`config.mk`:
```
export PLATFORM = sky130hd
export DESIGN_NAME = button_click_classifier_unit
export DESIGN_NICKNAME = d
export VERILOG_FILES = /design/src/hw/rtl/bcc_pkg.sv /design/src/hw/rtl/bcc_cfg_regs.sv /design/src/hw/rtl/bcc_core.sv /design/src/hw/rtl/button_click_classifier_unit.sv
export SDC_FILE = /design/constraint.sdc
export NUM_CORES = 1
export LEC_CHECK = 0
export ABC_AREA = 1
export BUFFER_PORTS_ARGS = -buffer_cell sky130_fd_sc_hd__buf_2
export CAP_MARGIN = 20
export CORE_MARGIN = 2
export CORE_UTILIZATION = 60
export CTS_CLUSTER_SIZE = 28
export DETAILED_ROUTE_END_ITERATION = 10
export PLACE_DENSITY = 0.78
export SLEW_MARGIN = 20
export SYNTH_ARGS = -nofsm -noshare
export SYNTH_HDL_FRONTEND = slang
export SYNTH_HIERARCHICAL = 1
export SYNTH_SLANG_ARGS = --single-unit
```
`constraint.sdc`:
```
create_clock -name clk -period 7.75 [get_ports clk]
set_input_delay 0.3875 -clock clk [delete_from_list [all_inputs] [get_ports clk]]
set_output_delay 0.3875 -clock clk [all_outputs]
set_load 0.01 [all_outputs]
```
`src/hw/rtl/bcc_pkg.sv`:
```
// Shared types and constants for the button click classifier.
// Holds the event codes, mode codes, register indexes and the config bundle.
// No dependencies.
package bcc_pkg;

	// Result event codes.
	typedef enum logic [1:0] {
		EV_NONE   = 2'd0,
		EV_SINGLE = 2'd1,
		EV_DOUBLE = 2'd2,
		EV_LONG   = 2'd3
	} ev_t;

	// Classifier mode codes.
	localparam int MODE_W = 3;
	localparam logic [MODE_W-1:0] MODE_CLICK       = 3'd0;
	localparam logic [MODE_W-1:0] MODE_CLICK_DBL   = 3'd1;
	localparam logic [MODE_W-1:0] MODE_CLICK_LONG  = 3'd2;
	localparam logic [MODE_W-1:0] MODE_DBL_LONG    = 3'd3;
	localparam logic [MODE_W-1:0] MODE_ALL         = 3'd4;

	// Configuration register indexes.
	localparam int CFG_IDX_W  = 2;
	localparam int CFG_DATA_W = 16;
	localparam logic [CFG_IDX_W-1:0] CFG_MODE         = 2'd0;
	localparam logic [CFG_IDX_W-1:0] CFG_DEBOUNCE     = 2'd1;
	localparam logic [CFG_IDX_W-1:0] CFG_DOUBLE_CLICK = 2'd2;
	localparam logic [CFG_IDX_W-1:0] CFG_LONG_PRESS   = 2'd3;

	// Reset values of the registers.
	localparam logic [MODE_W-1:0]     MODE_RST         = MODE_ALL;
	localparam logic [CFG_DATA_W-1:0] DEBOUNCE_RST     = 16'd20;
	localparam logic [CFG_DATA_W-1:0] DOUBLE_CLICK_RST = 16'd60;
	localparam logic [CFG_DATA_W-1:0] LONG_PRESS_RST   = 16'd300;

	// Number of releases that make a double click.
	localparam logic [1:0] DOUBLE_CLICKS = 2'd2;
	localparam logic [1:0] CLICKS_MAX    = 2'd3;

	typedef struct packed {
		logic [MODE_W-1:0]     mode;
		logic [CFG_DATA_W-1:0] debounce_ticks;
		logic [CFG_DATA_W-1:0] double_click_ticks;
		logic [CFG_DATA_W-1:0] long_press_ticks;
	} cfg_t;

endpackage

```
`src/hw/rtl/bcc_cfg_regs.sv`:
```
// Configuration register file of the button click classifier.
// Depends on bcc_pkg for register indexes, reset values and cfg_t.
module bcc_cfg_regs import bcc_pkg::*; (
	input  logic                  clk,
	input  logic                  arst_n,
	input  logic                  wr_en,
	input  logic [CFG_IDX_W-1:0]  wr_index,
	input  logic [CFG_DATA_W-1:0] wr_data,
	output cfg_t                  cfg
);

	cfg_t cfg_q;

	always_ff @(posedge clk or negedge arst_n) begin
		if (!arst_n) begin
			cfg_q.mode               <= MODE_RST;
			cfg_q.debounce_ticks     <= DEBOUNCE_RST;
			cfg_q.double_click_ticks <= DOUBLE_CLICK_RST;
			cfg_q.long_press_ticks   <= LONG_PRESS_RST;
		end else if (wr_en) begin
			case (wr_index)
				CFG_MODE:         cfg_q.mode               <= wr_data[MODE_W-1:0];
				CFG_DEBOUNCE:     cfg_q.debounce_ticks     <= wr_data;
				CFG_DOUBLE_CLICK: cfg_q.double_click_ticks <= wr_data;
				CFG_LONG_PRESS:   cfg_q.long_press_ticks   <= wr_data;
				default: ;
			endcase
		end
	end

	assign cfg = cfg_q;

endmodule

```
`src/hw/rtl/bcc_core.sv`:
```
// Debounce and click classification state with its per-step update logic.
// Depends on bcc_pkg for event and mode codes and cfg_t.
module bcc_core import bcc_pkg::*; #(
	parameter int COUNT_WIDTH = 16
) (
	input  logic       clk,
	input  logic       arst_n,
	input  logic       step,
	input  logic       pin_level,
	input  cfg_t       cfg,
	output logic [1:0] key_event,
	output logic       pressed_now
);

	localparam int CW    = COUNT_WIDTH;
	localparam int CMP_W = (CW > CFG_DATA_W) ? CW : CFG_DATA_W;

	logic          stable_pressed_q;
	logic          press_pending_q;
	logic [CW-1:0] debounce_count_q;
	logic [CW-1:0] gap_count_q;
	logic [CW-1:0] hold_count_q;
	logic [1:0]    clicks_seen_q;

	logic          sp_d;
	logic          pp_d;
	logic [CW-1:0] dc_d;
	logic [CW-1:0] gc_d;
	logic [CW-1:0] hc_d;
	logic [1:0]    cs_d;
	ev_t           ev_d;

	function automatic logic [CW-1:0] sat_inc(input logic [CW-1:0] v);
		return (v == {CW{1'b1}}) ? v : v + 1'b1;
	endfunction

	function automatic logic cnt_ge(input logic [CW-1:0] c, input logic [CFG_DATA_W-1:0] lim);
		return CMP_W'(c) >= CMP_W'(lim);
	endfunction

	always_comb begin
		logic             disagree;
		logic             press_edge;
		logic [MODE_W-1:0] m;

		sp_d       = stable_pressed_q;
		pp_d       = press_pending_q;
		dc_d       = debounce_count_q;
		gc_d       = gap_count_q;
		hc_d       = hold_count_q;
		cs_d       = clicks_seen_q;
		ev_d       = EV_NONE;
		press_edge = 1'b0;
		m          = (cfg.mode > MODE_ALL) ? MODE_ALL : cfg.mode;
		disagree   = stable_pressed_q ? pin_level : !pin_level;

		// Debounce: count disagreeing samples, toggle at the limit.
		if (disagree) begin
			dc_d = sat_inc(dc_d);
			if (cnt_ge(dc_d, cfg.debounce_ticks)) begin
				dc_d       = '0;
				sp_d       = !sp_d;
				press_edge = sp_d;
			end
		end else begin
			dc_d = '0;
		end

		if (m == MODE_CLICK) begin
			if (press_edge) ev_d = EV_SINGLE;
		end else begin
			if (press_edge) pp_d = 1'b1;

			if (m == MODE_CLICK_DBL) begin
				if (sp_d) begin
					if (pp_d && gc_d != '0) begin
						pp_d = 1'b0;
						ev_d = EV_DOUBLE;
					end
					gc_d = '0;
				end else if (pp_d) begin
					gc_d = sat_inc(gc_d);
					if (cnt_ge(gc_d, cfg.double_click_ticks)) begin
						pp_d = 1'b0;
						gc_d = '0;
						ev_d = EV_SINGLE;
					end
				end
			end else if (m == MODE_CLICK_LONG) begin
				if (sp_d) begin
					if (pp_d) begin
						hc_d = sat_inc(hc_d);
						if (cnt_ge(hc_d, cfg.long_press_ticks)) begin
							pp_d = 1'b0;
							hc_d = '0;
							ev_d = EV_LONG;
						end
					end
				end else begin
					if (pp_d) ev_d = EV_SINGLE;
					hc_d = '0;
					pp_d = 1'b0;
				end
			end else begin
				// Double plus long, with or without the single click.
				if (sp_d) begin
					gc_d = '0;
					if (pp_d) begin
						hc_d = sat_inc(hc_d);
						if (cnt_ge(hc_d, cfg.long_press_ticks)) begin
							pp_d = 1'b0;
							hc_d = '0;
							cs_d = '0;
							ev_d = EV_LONG;
						end
					end
				end else begin
					hc_d = '0;
					if (pp_d && cs_d < CLICKS_MAX) cs_d = cs_d + 2'd1;
					pp_d = 1'b0;
					if (cs_d >= DOUBLE_CLICKS) begin
						gc_d = '0;
						cs_d = '0;
						ev_d = EV_DOUBLE;
					end
					if (cs_d != '0) begin
						gc_d = sat_inc(gc_d);
						if (cnt_ge(gc_d, cfg.double_click_ticks)) begin
							gc_d = '0;
							cs_d = '0;
							if (m == MODE_ALL) ev_d = EV_SINGLE;
						end
					end
				end
			end
		end
	end

	always_ff @(posedge clk or negedge arst_n) begin
		if (!arst_n) begin
			stable_pressed_q <= 1'b0;
			press_pending_q  <= 1'b0;
			debounce_count_q <= '0;
			gap_count_q      <= '0;
			hold_count_q     <= '0;
			clicks_seen_q    <= '0;
		end else if (step) begin
			stable_pressed_q <= sp_d;
			press_pending_q  <= pp_d;
			debounce_count_q <= dc_d;
			gap_count_q      <= gc_d;
			hold_count_q     <= hc_d;
			clicks_seen_q    <= cs_d;
		end
	end

	assign key_event   = ev_d;
	assign pressed_now = sp_d;

endmodule

```
`src/hw/rtl/button_click_classifier_unit.sv`:
```
// Button click classifier: debounces an active-low pin sample per request and
// classifies single click, double click and long press by the mode register.
// A request passes the input register, then the state update and the result
// register. Throughput is one request per cycle as long as out_stall does not
// hold a full result register.
// Reset clears valids and core state, loads defaults (mode 4, 20, 60, 300).
module button_click_classifier_unit import bcc_pkg::*; #(
	parameter int COUNT_WIDTH = 16
) (
	input  logic                  clk,
	input  logic                  arst_n,
	// Input request channel.
	input  logic                  in_valid,
	output logic                  in_stall,
	input  logic                  pin_level,
	// Result channel.
	output logic                  out_valid,
	input  logic                  out_stall,
	output logic [1:0]            key_event,
	output logic                  pressed_now,
	// Configuration write channel.
	input  logic                  cfg_valid,
	output logic                  cfg_ready,
	input  logic [CFG_IDX_W-1:0]  cfg_index,
	input  logic [CFG_DATA_W-1:0] cfg_data
);

	cfg_t       cfg;
	logic       valid_s1;
	logic       pin_s1;
	logic       valid_s2;
	logic [1:0] event_s2;
	logic       pressed_s2;
	logic [1:0] event_nxt;
	logic       pressed_nxt;
	logic       s2_load;
	logic       s1_load;
	logic       step;

	// Configuration writes are always taken; the user writes only while idle.
	assign cfg_ready = 1'b1;

	bcc_cfg_regs u_cfg (
		.clk      (clk),
		.arst_n   (arst_n),
		.wr_en    (cfg_valid && cfg_ready),
		.wr_index (cfg_index),
		.wr_data  (cfg_data),
		.cfg      (cfg)
	);

	// The result register can take a new result when it is empty or being
	// drained this cycle. The input register moves forward whenever the
	// result register can load, so a request enters every cycle as long as
	// results keep draining.
	assign s2_load  = !valid_s2 || !out_stall;
	assign step     = valid_s1 && s2_load;
	assign s1_load  = !valid_s1 || s2_load;
	assign in_stall = !s1_load;

	// Input register.
	always_ff @(posedge clk or negedge arst_n) begin
		if (!arst_n) begin
			valid_s1 <= 1'b0;
		end else if (s1_load) begin
			valid_s1 <= in_valid;
		end
	end

	always_ff @(posedge clk) begin
		if (s1_load && in_valid) begin
			pin_s1 <= pin_level;
		end
	end

	// The classifier state advances exactly once per request, at the edge
	// where the request moves into the result register.
	bcc_core #(
		.COUNT_WIDTH (COUNT_WIDTH)
	) u_core (
		.clk         (clk),
		.arst_n      (arst_n),
		.step        (step),
		.pin_level   (pin_s1),
		.cfg         (cfg),
		.key_event   (event_nxt),
		.pressed_now (pressed_nxt)
	);

	// Result register.
	always_ff @(posedge clk or negedge arst_n) begin
		if (!arst_n) begin
			valid_s2 <= 1'b0;
		end else if (s2_load) begin
			valid_s2 <= valid_s1;
		end
	end

	always_ff @(posedge clk) begin
		if (step) begin
			event_s2   <= event_nxt;
			pressed_s2 <= pressed_nxt;
		end
	end

	assign out_valid   = valid_s2;
	assign key_event   = event_s2;
	assign pressed_now = pressed_s2;

endmodule
```
==> impl_results.html, run 1 <==
<table>
<tr><th>Metric</th><th>Value</th></tr>
<tr><th colspan="2">Outcome</th></tr>
<tr><td>Status</td><td>finished, final reports clean</td></tr>
<tr><th colspan="2">Logic synthesis</th></tr>
<tr><td>Adder and majority gate portion of the synthesized area</td><td>0.104</td></tr>
<tr><td>Share of cell area taken by muxes after synthesis</td><td>0</td></tr>
<tr><td>Largest family of logic cells by synthesized area</td><td>simple AND/OR/NAND/NOR gates</td></tr>
<tr><td>Complex-gate fraction of the synthesized area</td><td>0.105</td></tr>
<tr><td>Netlist area before placement</td><td>approximately 8400 um^2</td></tr>
<tr><td>Most instantiated library cell after synthesis</td><td>sky130_fd_sc_hd__nand2_1</td></tr>
<tr><td>Leading cell types by count after synthesis</td><td>289 x sky130_fd_sc_hd__nand2_1, 173 x sky130_fd_sc_hd__inv_1, 94 x sky130_fd_sc_hd__dfrtp_1</td></tr>
<tr><td>Share of the synthesized netlist area taken by xor and xnor gates</td><td>0.0300</td></tr>
<tr><td>Post-Syn Nets</td><td>1,248</td></tr>
<tr><td>Number of synthesized register bits</td><td>109</td></tr>
<tr><td>Synth Instances</td><td>roughly 1,200</td></tr>
<tr><td>Number of distinct standard cells referenced by the synthesized netlist</td><td>between 50 and 60</td></tr>
<tr><td>Yosys top cell area share</td><td>0.280</td></tr>
<tr><td>Share of synthesized area occupied by flip-flops and latches</td><td>0.328</td></tr>
<tr><td>Post-synthesis cell type with the largest combined area</td><td>sky130_fd_sc_hd__dfrtp_1</td></tr>
<tr><td>Share of flip-flops with an asynchronous set or reset after synthesis</td><td>0.963</td></tr>
<tr><td>Simple-gate share of the synthesized area</td><td>0.322</td></tr>
<tr><td>Avg Synthesized Cell Area</td><td>7.29 um^2</td></tr>
<tr><td>Number of enable-type register cells in the synthesized netlist</td><td>4</td></tr>
<tr><td>Top area cells in the synthesized netlist</td><td>sky130_fd_sc_hd__dfrtp_1 28%, sky130_fd_sc_hd__nand2_1 13%, sky130_fd_sc_hd__ha_1 10%</td></tr>
<tr><td>Count of synthesis-stage warnings from yosys</td><td>6</td></tr>
<tr><td>Most common flop cell mapped by yosys</td><td>sky130_fd_sc_hd__dfrtp_1</td></tr>
<tr><th colspan="2">Final layout</th></tr>
<tr><td>Count of placed standard cells in the final layout, fillers left out</td><td>between 1,000 and 1,500</td></tr>
<tr><td>Number of nets in the final layout</td><td>1,259</td></tr>
<tr><td>Share of post-route cells with drive strength above 1</td><td>0.103</td></tr>
<tr><td>P&amp;R area growth vs syn</td><td>5.56%</td></tr>
<tr><td>Filler Cell Count</td><td>about 1,300</td></tr>
<tr><td>Final instance area</td><td>8880 um^2</td></tr>
<tr><td>Count of inserted antenna diode cells</td><td>0</td></tr>
<tr><th colspan="2">Setup path</th></tr>
<tr><td>Register-to-register setup slack</td><td>1.03 ns</td></tr>
<tr><td>Slowest cell delay on critical path</td><td>roughly 0.4 ns</td></tr>
<tr><td>Worst R2R End</td><td>key_event[0]</td></tr>
<tr><td>CP Class</td><td>reg -&gt; reg</td></tr>
<tr><td>Critical Path RT</td><td>7.98 ns</td></tr>
<tr><td>Highest-delay cell along the critical path</td><td>sky130_fd_sc_hd__dfrtp_1</td></tr>
<tr><td>R2R depth</td><td>47</td></tr>
<tr><td>Critical path's top delay family</td><td>simple AND/OR/NAND/NOR gates</td></tr>
<tr><td>Launching element type of the critical path</td><td>flop</td></tr>
<tr><td>Biggest fanout along the worst timing path</td><td>18</td></tr>
<tr><td>Most numerous cell on the critical path</td><td>sky130_fd_sc_hd__nand2_1</td></tr>
<tr><td>Arrival time of data at the critical path endpoint</td><td>6.95 ns</td></tr>
<tr><td>Critical path buffer and inverter count</td><td>6</td></tr>
<tr><td>CP endpoint kind</td><td>flop</td></tr>
<tr><td>RR Startpoint</td><td>u_core/debounce_count_q[4]</td></tr>
<tr><th colspan="2">Clock tree</th></tr>
<tr><td>Root Buffer</td><td>sky130_fd_sc_hd__clkbuf_16</td></tr>
<tr><td>Cts hold-fix bufs</td><td>0</td></tr>
<tr><td>Clock insertion delay at the later pin of the skew report</td><td>~0.36 ns</td></tr>
<tr><td>Sinks on Clock Net</td><td>109</td></tr>
<tr><td>CTS H-tree lvls</td><td>3</td></tr>
<tr><td>Resize count post-CTS</td><td>0</td></tr>
<tr><td>CTS tree</td><td>done</td></tr>
<tr><td>Max Root-Sink Buffers</td><td>2</td></tr>
<tr><td>Post-CTS repair timing setup buffer count</td><td>0</td></tr>
<tr><td>Clock buffers created by TritonCTS</td><td>9</td></tr>
<tr><td>Register clock-pin slew on the reported worst setup and hold paths</td><td>around 0.07 ns</td></tr>
<tr><th colspan="2">Power and ir drop</th></tr>
<tr><td>Power density over the cells</td><td>roughly 270 nW/um^2</td></tr>
<tr><td>Worst voltage drop across the vdd grid</td><td>0.000144 V</td></tr>
<tr><td>Static leakage</td><td>4.48 nW</td></tr>
<tr><th colspan="2">Drt</th></tr>
<tr><td>DRT Pass-1 Iters</td><td>5</td></tr>
<tr><td>Final Routed Wirelength</td><td>between 20,000 and 25,000 um</td></tr>
<tr><td>Initial DRC Count</td><td>774</td></tr>
<tr><td>Number of vias per cell</td><td>5.64</td></tr>
<tr><td>Average wire length per cell after detail routing</td><td>15.8 um</td></tr>
<tr><td>Number of routed nets with antenna violations</td><td>0</td></tr>
<tr><td>Number of remaining DRC errors</td><td>0</td></tr>
<tr><td>Via total after detailed routing</td><td>between 7,000 and 8,000</td></tr>
<tr><th colspan="2">Placed design</th></tr>
<tr><td>Minimum setup slack after placement</td><td>1.17 ns</td></tr>
<tr><td>IO buf count</td><td>28</td></tr>
<tr><td>Routability Congestion</td><td>0.945</td></tr>
<tr><td>Placed inst area</td><td>~8600 um^2</td></tr>
<tr><td>Half-perimeter wire length of the detailed placement result</td><td>15,700 um</td></tr>
<tr><td># placed instances</td><td>1,334</td></tr>
<tr><th colspan="2">Global routing</th></tr>
<tr><td>Overall Global Routing Usage</td><td>0.296</td></tr>
<tr><td>Pin count of the biggest net entering global routing</td><td>68</td></tr>
<tr><td>Via count of the first global-routing pass</td><td>7,036</td></tr>
<tr><td>Congestion Overflow GR</td><td>0</td></tr>
<tr><td>First-pass GRT wire length</td><td>about 35,000 um</td></tr>
<tr><td>Number of antenna violations at the first check in global routing</td><td>0</td></tr>
<tr><th colspan="2">STA</th></tr>
<tr><td>Setup repair after global routing missed its margin</td><td>no</td></tr>
<tr><td>Maximum achievable frequency</td><td>149 MHz</td></tr>
<tr><td>Post-Route Skew</td><td>0.00492 ns</td></tr>
<tr><td>Final worst-path setup slack</td><td>1.03 ns</td></tr>
<tr><td>Final hold violations</td><td>0</td></tr>
<tr><td>Count of final setup violators</td><td>0</td></tr>
<tr><td>Final worst-path cycle share</td><td>0.867</td></tr>
<tr><td>Slew margin rel.</td><td>0.341</td></tr>
<tr><td>Max-slew violation count</td><td>0</td></tr>
<tr><td>Actual transition at the worst max-transition pin</td><td>between 0.9 and 1 ns</td></tr>
<tr><td>Total Neg Setup Slack</td><td>0 ns</td></tr>
<tr><td>Post-layout minimum cycle time</td><td>6.72 ns</td></tr>
<tr><th colspan="2">Flow run</th></tr>
<tr><td>Max-cap violations</td><td>0</td></tr>
<tr><th colspan="2">Floorplan</th></tr>
<tr><td>Starting Density</td><td>0.611</td></tr>
<tr><td>Total I/O pin count</td><td>30</td></tr>
<tr><td>Total Die Area</td><td>15,000 um^2</td></tr>
<tr><td>Total core area</td><td>between 10,000 and 15,000 um^2</td></tr>
<tr><td>Height of the chip</td><td>roughly 120 um</td></tr>
<tr><td>Width of the die</td><td>between 100 and 150 um</td></tr>
<tr><td>Site row count</td><td>between 40 and 50</td></tr>
<tr><th colspan="2">Worst hold path</th></tr>
<tr><td>HP Class</td><td>in -&gt; async</td></tr>
</table>
-- metrics by stage --
stage / power, W / hold slack [ns] / util
global route: 0.00258 / 0.0727 / 0.645
CTS: 0.00237 / 0.0366 / 0.645
floorplan: 0.00162 / 0.0919 / -
detailed placement: 0.00192 / 0.418 / 0.625
global placement: 0.00190 / 0.412 / 0.625
finish: 0.00238 / 0.0230 / 0.645
-- layout by cell type, fill, tap and decap left out, types with 33 or more instances in the layout --
cell type,synthesis,final
sky130_fd_sc_hd__a21oi_1,72,72
sky130_fd_sc_hd__dfrtp_1,94,94
sky130_fd_sc_hd__ha_1,70,70
sky130_fd_sc_hd__inv_1,173,173
sky130_fd_sc_hd__nand2_1,289,289
sky130_fd_sc_hd__nand3_1,51,51
sky130_fd_sc_hd__nand4_1,58,58
sky130_fd_sc_hd__nor2_1,82,82
sky130_fd_sc_hd__nor3_1,33,33
sky130_fd_sc_hd__o21ai_0,42,42
-- cell type report --
cell class	count	area [um^2]	share of cell area
Sequential cell	109	2760	0.311
Clock buffer	13	250	0.0282
Multi-Input combinational cell	826	4720	0.532
Tap cell	180	225	0.0254
Clock inverter	3	21.3	0.00240
Timing Repair Buffer	35	195	0.0220
Inverter	184	703	0.0792
-- where the power goes --
part / internal [W] / total [W] / switching [W] / leakage [nW]
logic: 0.000381 / 0.00114 / 0.000762 / 2.97
registers: 0.000683 / 0.000800 / 0.000117 / 1.38
clock network: 0.000228 / 0.000441 / 0.000213 / 0.130
total: 0.00129 / 0.00238 / 0.00109 / 4.48
-- kinds of logic after synthesis --
logic type / after synthesis
XOR/XNOR: 28
flip-flops: 109
AO/OA/AOI/OAI: 159
other: 1
adder cells (fa/ha/maj): 70
buffers and inverters: 219
AND/OR/NAND/NOR: 568
-- per-layer routing --
layer	wire [um]	global-route usage	share of wire
met2	9530	0.458	0.45
met1	9790	0.425	0.46
met5	0	0	0
met3	1420	0.0428	0.067
met4	519	0.103	0.024
-- worst max path at each step --
stage / startpoint / end / slack, ns / cells after the start
2_1_floorplan: u_core/debounce_count_q[4] / u_core/gap_count_q[8] / 2.02 / 50
3_3_place_gp: u_core/debounce_count_q[4] / u_core/gap_count_q[9] / 1.33 / 45
3_5_place_dp: u_core/debounce_count_q[0] / key_event[0] / 1.17 / 46
4_1_cts: u_core/debounce_count_q[4] / key_event[0] / 1.07 / 47
5_1_grt: u_core/debounce_count_q[3] / key_event[0] / 0.23 / 47
6_report: u_core/debounce_count_q[4] / key_event[0] / 1.03 / 47
-- registers in the layout (all words and copies together), names as in the netlist --
register	count
u_cfg/cfg	51
u_core/debounce_count_q	16
u_core/gap_count_q	16
u_core/hold_count_q	16
key_event	2
u_core/clicks_seen_q	2
out_valid	1
pin_s1	1
pressed_now	1
u_core/press_pending_q	1
u_core/stable_pressed_q	1
valid_s1	1
(Power assumes the default switching activity.)
==> run 2, diff against run 1 <==
--- a/config.mk
+++ b/config.mk
@@ -10,9 +10,9 @@
 export CAP_MARGIN = 20
 export CORE_MARGIN = 2
 export CORE_UTILIZATION = 60
-export CTS_CLUSTER_SIZE = 28
+export CTS_CLUSTER_SIZE = 8
 export DETAILED_ROUTE_END_ITERATION = 10
-export PLACE_DENSITY = 0.78
+export PLACE_DENSITY = 0.87
 export SLEW_MARGIN = 20
 export SYNTH_ARGS = -nofsm -noshare
 export SYNTH_HDL_FRONTEND = slang
==> impl_results.html, run 2 (synthesized netlist as in run 1, its figures left out) <==
<table>
<tr><th>Metric</th><th>Value</th></tr>
<tr><th colspan="2">Final layout</th></tr>
<tr><td>Filler Cell Count</td><td>1,237</td></tr>
<tr><td>Share of post-route cells with drive strength above 1</td><td>0.106</td></tr>
<tr><td>Most common cell after layout, fill and taps aside</td><td>sky130_fd_sc_hd__nand2_1</td></tr>
<tr><td>Count of inserted antenna diode cells</td><td>0</td></tr>
<tr><td>Number of flip-flops under the largest register name</td><td>51</td></tr>
<tr><td>Most frequent cells in the layout</td><td>289 x sky130_fd_sc_hd__nand2_1, 173 x sky130_fd_sc_hd__inv_1, 94 x sky130_fd_sc_hd__dfrtp_1</td></tr>
<tr><td>Count of placed standard cells in the final layout, fillers left out</td><td>1,350</td></tr>
<tr><td>Number of nets in the final layout</td><td>1,259</td></tr>
<tr><td>Final instance area</td><td>8910 um^2</td></tr>
<tr><td>P&amp;R area growth vs syn</td><td>5.98%</td></tr>
<tr><th colspan="2">Drt</th></tr>
<tr><td>Initial DRC Count</td><td>roughly 900</td></tr>
<tr><td>Number of remaining DRC errors</td><td>0</td></tr>
<tr><td>DRT Pass-1 Iters</td><td>7</td></tr>
<tr><td>Number of vias per cell</td><td>5.79</td></tr>
<tr><td>Final Routed Wirelength</td><td>~21,000 um</td></tr>
<tr><td>Number of routed nets with antenna violations</td><td>0</td></tr>
<tr><td>Average wire length per cell after detail routing</td><td>about 16 um</td></tr>
<tr><td>Via total after detailed routing</td><td>7,811</td></tr>
<tr><th colspan="2">Clock tree</th></tr>
<tr><td>Resize count post-CTS</td><td>0</td></tr>
<tr><td>Clock insertion delay at the later pin of the skew report</td><td>0.37 ns</td></tr>
<tr><td>Cts hold-fix bufs</td><td>0</td></tr>
<tr><td>Sinks on Clock Net</td><td>109</td></tr>
<tr><td>Clock buffers created by TritonCTS</td><td>9</td></tr>
<tr><td>Root Buffer</td><td>sky130_fd_sc_hd__clkbuf_16</td></tr>
<tr><td>Register clock-pin slew on the reported worst setup and hold paths</td><td>0.08 ns</td></tr>
<tr><td>CTS H-tree lvls</td><td>3</td></tr>
<tr><td>Max Root-Sink Buffers</td><td>2</td></tr>
<tr><td>Post-CTS repair timing setup buffer count</td><td>0</td></tr>
<tr><td>CTS tree</td><td>done</td></tr>
<tr><th colspan="2">STA</th></tr>
<tr><td>Slew margin rel.</td><td>0.354</td></tr>
<tr><td>Count of final setup violators</td><td>0</td></tr>
<tr><td>Total Neg Setup Slack</td><td>0 ns</td></tr>
<tr><td>Worst hold slack after final layout</td><td>a little over 0.02 ns</td></tr>
<tr><td>Final hold violations</td><td>0</td></tr>
<tr><td>Post-layout minimum cycle time</td><td>6.79 ns</td></tr>
<tr><td>Maximum achievable frequency</td><td>around 150 MHz</td></tr>
<tr><td>Final worst-path cycle share</td><td>0.876</td></tr>
<tr><td>Actual transition at the worst max-transition pin</td><td>0.969 ns</td></tr>
<tr><td>Max-slew violation count</td><td>0</td></tr>
<tr><td>Final worst-path setup slack</td><td>between 0.9 and 1 ns</td></tr>
<tr><td>Setup repair after global routing missed its margin</td><td>no</td></tr>
<tr><td>Post-Route Skew</td><td>0.0112 ns</td></tr>
<tr><th colspan="2">Setup path</th></tr>
<tr><td>Biggest fanout along the worst timing path</td><td>18</td></tr>
<tr><td>Most numerous cell on the critical path</td><td>sky130_fd_sc_hd__nand2_1</td></tr>
<tr><td>R2R depth</td><td>45</td></tr>
<tr><td>CP Class</td><td>reg -&gt; reg</td></tr>
<tr><td>Highest-delay cell along the critical path</td><td>sky130_fd_sc_hd__nor2_4</td></tr>
<tr><td>CP endpoint kind</td><td>flop</td></tr>
<tr><td>Critical Path RT</td><td>8.03 ns</td></tr>
<tr><td>Launching element type of the critical path</td><td>flop</td></tr>
<tr><td>Slowest cell delay on critical path</td><td>0.41 ns</td></tr>
<tr><td>Arrival time of data at the critical path endpoint</td><td>7.07 ns</td></tr>
<tr><th colspan="2">Placed design</th></tr>
<tr><td>Routability Congestion</td><td>roughly 0.96</td></tr>
<tr><td>IO buf count</td><td>28</td></tr>
<tr><td># placed instances</td><td>~1,300</td></tr>
<tr><td>Placed inst area</td><td>approximately 8600 um^2</td></tr>
<tr><td>Minimum setup slack after placement</td><td>roughly 1.1 ns</td></tr>
<tr><td>Half-perimeter wire length of the detailed placement result</td><td>15,900 um</td></tr>
<tr><th colspan="2">Power and ir drop</th></tr>
<tr><td>Static leakage</td><td>4.50 nW</td></tr>
<tr><td>Worst voltage drop across the vdd grid</td><td>0.000148 V</td></tr>
<tr><td>Power density over the cells</td><td>approximately 270 nW/um^2</td></tr>
<tr><th colspan="2">Global routing</th></tr>
<tr><td>Overall Global Routing Usage</td><td>0.302</td></tr>
<tr><td>Number of antenna violations at the first check in global routing</td><td>0</td></tr>
<tr><td>Congestion Overflow GR</td><td>0</td></tr>
<tr><td>Pin count of the biggest net entering global routing</td><td>66</td></tr>
<tr><td>Via count of the first global-routing pass</td><td>7,352</td></tr>
<tr><td>First-pass GRT wire length</td><td>35,500 um</td></tr>
<tr><th colspan="2">Worst hold path</th></tr>
<tr><td>HP Class</td><td>in -&gt; async</td></tr>
<tr><th colspan="2">Floorplan</th></tr>
<tr><td>Site row count</td><td>43</td></tr>
<tr><td>Total core area</td><td>13,800 um^2</td></tr>
<tr><td>Height of the chip</td><td>about 120 um</td></tr>
<tr><td>Width of the die</td><td>122 um</td></tr>
<tr><td>Starting Density</td><td>0.611</td></tr>
<tr><td>Total I/O pin count</td><td>30</td></tr>
<tr><td>Total Die Area</td><td>15,000 um^2</td></tr>
<tr><th colspan="2">Flow run</th></tr>
<tr><td>Max-cap violations</td><td>0</td></tr>
<tr><th colspan="2">Outcome</th></tr>
<tr><td>Status</td><td>finished, final reports clean</td></tr>
</table>
-- run 2: final timing paths --
check,startpoint,slack (ns),to
max,u_core/debounce_count_q[1],0.96,u_core/gap_count_q[1]
min,arst_n,0.02,u_core/gap_count_q[6]
max reg2reg,u_core/debounce_count_q[1],0.96,u_core/gap_count_q[1]
min reg2reg,u_cfg/cfg[20],0.47,u_cfg/cfg[20]
max in group asynchronous,arst_n,6.52,u_core/hold_count_q[1]
min in group clk,pin_level,0.20,pin_s1
-- run 2: area by class of cell --
type,count,area [um^2],area share
tap,180,225,0.0253
inverter,184,703,0.0789
multi-input combinational,826,4730,0.530
clock inverter,7,77.6,0.00870
sequential,109,2760,0.310
timing repair buffer,35,195,0.0219
clock buffer,9,225,0.0253
-- run 2: through the flow --
| stage | utilization | total power (W) |
|---|---|---|
| 2_1_floorplan | - | 0.00162 |
| 3_3_place_gp | 0.625 | 0.00187 |
| 3_5_place_dp | 0.625 | 0.00191 |
| 4_1_cts | 0.647 | 0.00240 |
| 5_1_grt | 0.647 | 0.00262 |
| 6_report | 0.647 | 0.00242 |
-- run 2: worst max-delay path, delay by kind of cell, from the launching register on --
kind	cells	cell delay, ns
AOI/OAI and AO/OA	5	0.69
xor gates and xnor gates	1	0.19
adders and majority gates	4	0.97
buffers and inverters	5	0.42
DFF	1	0.37
and+or+nand+nor	30	4.02
-- run 2: routing by layer --
metal,GRT usage,vias up,share of wire
li1,-,3817,-
met1,0.417,3596,0.43
met2,0.490,364,0.47
met3,0.0372,34,0.075
met4,0.109,0,0.022
met5,0,-,0
-- run 2: power breakdown --
group          leakage [nW]  switching [W]  total, W  internal [W]
logic                  2.97       0.000754   0.00114      0.000384
clock network         0.153       0.000231  0.000487      0.000256
registers              1.38       0.000114  0.000797      0.000683
total                  4.50        0.00110   0.00242       0.00132
==> run 3, diff against run 2 <==
==> constraint.sdc (replaced) <==
create_clock -name clk -period 6.3 [get_ports clk]
set_input_delay 0.315 -clock clk [delete_from_list [all_inputs] [get_ports clk]]
set_output_delay 0.315 -clock clk [all_outputs]
set_load 0.01 [all_outputs]
==> impl_results.html, run 3 (synthesized netlist as in run 1, its figures left out) <==
<table>
<tr><th>Metric</th><th>Value</th></tr>
<tr><th colspan="2">Clock tree</th></tr>
<tr><td>Clock buffers created by TritonCTS</td><td>9</td></tr>
<tr><td>Clock insertion delay at the later pin of the skew report</td><td>0.36 ns</td></tr>
<tr><td>Max Root-Sink Buffers</td><td>2</td></tr>
<tr><td>CTS H-tree lvls</td><td>3</td></tr>
<tr><td>Root Buffer</td><td>sky130_fd_sc_hd__clkbuf_16</td></tr>
<tr><td>Sinks on Clock Net</td><td>109</td></tr>
<tr><td>Register clock-pin slew on the reported worst setup and hold paths</td><td>0.08 ns</td></tr>
<tr><td>CTS tree</td><td>done</td></tr>
<tr><th colspan="2">Power and ir drop</th></tr>
<tr><td>Power density over the cells</td><td>341 nW/um^2</td></tr>
<tr><td>Share of power burned in registers</td><td>0.304</td></tr>
<tr><td>Static leakage</td><td>between 4 and 5 nW</td></tr>
<tr><td>Internal power component</td><td>0.00173 W</td></tr>
<tr><td>Share of power burned in the clock network</td><td>0.186</td></tr>
<tr><td>Switching pwr</td><td>0.00153 W</td></tr>
<tr><td>Worst voltage drop across the vdd grid</td><td>0.000192 V</td></tr>
<tr><td>Final total power</td><td>about 0.0033 W</td></tr>
<tr><td>Combinational cell fraction of total power</td><td>0.511</td></tr>
<tr><td>Switching part of the total</td><td>0.469</td></tr>
<tr><th colspan="2">Setup path</th></tr>
<tr><td>Critical Path RT</td><td>6.54 ns</td></tr>
<tr><td>Biggest fanout along the worst timing path</td><td>10</td></tr>
<tr><td>Launching element type of the critical path</td><td>flop</td></tr>
<tr><td>Worst R2R End</td><td>key_event[0]</td></tr>
<tr><td>CP Class</td><td>reg -&gt; reg</td></tr>
<tr><td>RR Startpoint</td><td>u_core/debounce_count_q[4]</td></tr>
<tr><td>CP endpoint kind</td><td>flop</td></tr>
<tr><td>Arrival time of data at the critical path endpoint</td><td>between 6 and 7 ns</td></tr>
<tr><td>Register-to-register setup slack</td><td>-0.03 ns</td></tr>
<tr><td>R2R depth</td><td>43</td></tr>
<tr><td>Slowest cell delay on critical path</td><td>0.42 ns</td></tr>
<tr><td>Most numerous cell on the critical path</td><td>sky130_fd_sc_hd__nand2_2</td></tr>
<tr><td>Highest-delay cell along the critical path</td><td>sky130_fd_sc_hd__dfrtp_2</td></tr>
<tr><th colspan="2">Drt</th></tr>
<tr><td>DRT Pass-1 Iters</td><td>6</td></tr>
<tr><td>Via total after detailed routing</td><td>8,293</td></tr>
<tr><td>Number of routed nets with antenna violations</td><td>0</td></tr>
<tr><td>Final Routed Wirelength</td><td>23,800 um</td></tr>
<tr><td>Number of vias per cell</td><td>6.00</td></tr>
<tr><td>Average wire length per cell after detail routing</td><td>17.2 um</td></tr>
<tr><td>Number of remaining DRC errors</td><td>0</td></tr>
<tr><td>Initial DRC Count</td><td>946</td></tr>
<tr><th colspan="2">Global routing</th></tr>
<tr><td>Pin count of the biggest net entering global routing</td><td>78</td></tr>
<tr><td>Via count of the first global-routing pass</td><td>7,491</td></tr>
<tr><td>Overall Global Routing Usage</td><td>0.301</td></tr>
<tr><td>First-pass GRT wire length</td><td>~36,000 um</td></tr>
<tr><td>Number of antenna violations at the first check in global routing</td><td>0</td></tr>
<tr><td>Congestion Overflow GR</td><td>0</td></tr>
<tr><th colspan="2">STA</th></tr>
<tr><td>Total Neg Setup Slack</td><td>-0.0327 ns</td></tr>
<tr><td>Worst hold slack after final layout</td><td>between 0.1 and 0.15 ns</td></tr>
<tr><td>Setup repair after global routing missed its margin</td><td>yes</td></tr>
<tr><td>Final hold violations</td><td>0</td></tr>
<tr><td>Post-layout minimum cycle time</td><td>6.33 ns</td></tr>
<tr><td>Max-slew violation count</td><td>0</td></tr>
<tr><td>Slew margin rel.</td><td>0.336</td></tr>
<tr><td>Post-Route Skew</td><td>0.0113 ns</td></tr>
<tr><td>Count of final setup violators</td><td>1</td></tr>
<tr><td>Actual transition at the worst max-transition pin</td><td>0.996 ns</td></tr>
<tr><td>Final worst-path setup slack</td><td>-0.0327 ns</td></tr>
<tr><td>Final worst-path cycle share</td><td>1.01</td></tr>
<tr><td>Maximum achievable frequency</td><td>158 MHz</td></tr>
<tr><th colspan="2">Floorplan</th></tr>
<tr><td>Site row count</td><td>43</td></tr>
<tr><td>Height of the chip</td><td>about 120 um</td></tr>
<tr><td>Width of the die</td><td>~120 um</td></tr>
<tr><td>Total I/O pin count</td><td>30</td></tr>
<tr><td>Total core area</td><td>13,800 um^2</td></tr>
<tr><td>Total Die Area</td><td>15,000 um^2</td></tr>
<tr><td>Starting Density</td><td>0.611</td></tr>
<tr><th colspan="2">Placed design</th></tr>
<tr><td>Routability Congestion</td><td>1.03</td></tr>
<tr><td>IO buf count</td><td>28</td></tr>
<tr><td># placed instances</td><td>~1,300</td></tr>
<tr><td>Half-perimeter wire length of the detailed placement result</td><td>around 16,000 um</td></tr>
<tr><th colspan="2">Flow run</th></tr>
<tr><td>Max-cap violations</td><td>0</td></tr>
<tr><th colspan="2">Worst hold path</th></tr>
<tr><td>Number of stages on the worst hold path</td><td>1</td></tr>
<tr><td>HP Class</td><td>in -&gt; reg</td></tr>
<tr><td>Worst Hold Launch</td><td>pin_level</td></tr>
<tr><td>Hold Crit Endpoint</td><td>pin_s1</td></tr>
<tr><th colspan="2">Final layout</th></tr>
<tr><td>Number of flip-flops under the largest register name</td><td>51</td></tr>
<tr><td>P&amp;R area growth vs syn</td><td>13.8%</td></tr>
<tr><td>Share of post-route cells with drive strength above 1</td><td>0.176</td></tr>
<tr><td>Count of inserted antenna diode cells</td><td>0</td></tr>
<tr><td>Number of nets in the final layout</td><td>1,292</td></tr>
<tr><td>Most frequent cells in the layout</td><td>276 x sky130_fd_sc_hd__nand2_1, 169 x sky130_fd_sc_hd__inv_1, 92 x sky130_fd_sc_hd__dfrtp_1</td></tr>
<tr><td>Most common cell after layout, fill and taps aside</td><td>sky130_fd_sc_hd__nand2_1</td></tr>
<tr><td>Filler Cell Count</td><td>1,093</td></tr>
<tr><td>Count of placed standard cells in the final layout, fillers left out</td><td>1,383</td></tr>
<tr><th colspan="2">Outcome</th></tr>
<tr><td>Failing checks</td><td>setup timing</td></tr>
<tr><td>Status</td><td>finished with violations</td></tr>
</table>
-- run 3: cell types whose count changed in the layout (fill, tap and decap cells not counted), sizes merged --
cell and change:
clkbuf +2, clkinv +1, nand3 +1, inv -3, buf +31, bufinv -1, dlygate4sd3 +1, clkinvlp +1
-- run 3: layout make-up --
| class | count | area (um^2) | area share |
|---|---|---|---|
| well taps | 180 | 225 | 0.0235 |
| repair buffers | 67 | 449 | 0.0469 |
| clock buffers | 11 | 264 | 0.0276 |
| multi-input cells | 827 | 5110 | 0.534 |
| inverters | 184 | 706 | 0.0737 |
| flip-flops and latches | 109 | 2760 | 0.289 |
| clock inverters | 5 | 52.6 | 0.00549 |
-- run 3: what timing repair did --
item / CTS / global route
hold buffers: 1 / 0
resized for setup: 4 / 81
setup endpoints to repair: 13 / 18
pin swaps: 0 / 46
endpoints found under the hold margin: 28 / 0
buffers inserted: 0 / 26
cloned: 0 / 2
-- run 3: routing by layer --
metal  share of wire  vias up  GRT usage
li1                -     3876          -
met1            0.40     3866      0.406
met2            0.47      447      0.481
met3           0.083      104     0.0376
met4           0.046        0      0.144
met5               0        -          0
-- run 3: critical path: cells and delay by family, from the launching register on --
family | cells | cell delay, ns
buffers and inverters | 8 | 0.67
AO/OA/AOI/OAI | 5 | 0.86
flip-flops | 1 | 0.42
adder cells (fa/ha/maj) | 2 | 0.56
AND/OR/NAND/NOR | 28 | 3.67
-- run 3: per-stage QoR --
step / setup slack, ns / instance area (um^2) / util
finish: -0.0327 / 9570 / 0.695
global route: -0.387 / 9570 / 0.695
CTS: 0.0107 / 8990 / 0.653
detailed placement: -0.0236 / 8640 / 0.627
global placement: 0.293 / 8640 / 0.627
floorplan: 0.574 / 8410 / -
-- run 3: how the worst max path moves through the flow --
stage | startpoint | end | slack (ns) | cells past startpoint
global route | u_core/debounce_count_q[4] | key_event[0] | -0.39 | 47
detailed placement | u_core/debounce_count_q[4] | key_event[0] | -0.02 | 48
floorplan | u_core/debounce_count_q[4] | u_core/gap_count_q[8] | 0.57 | 50
finish | u_core/debounce_count_q[4] | key_event[0] | -0.03 | 43
CTS | u_core/debounce_count_q[4] | key_event[0] | 0.01 | 47
global placement | u_core/debounce_count_q[4] | key_event[0] | 0.29 | 48
-- run 3: power by group through the flow --
| stage | Sequential [W] | Combinational, W | Clock, W |
|---|---|---|---|
| final | 0.000990 | 0.00167 | 0.000606 |
| after global placement | 0.000984 | 0.00134 | 0 |
| after global routing | 0.00101 | 0.00183 | 0.000634 |
| after floorplan | 0.000944 | 0.00104 | 0 |
| after detailed placement | 0.000990 | 0.00138 | 0 |
| after CTS | 0.000978 | 0.00140 | 0.000609 |
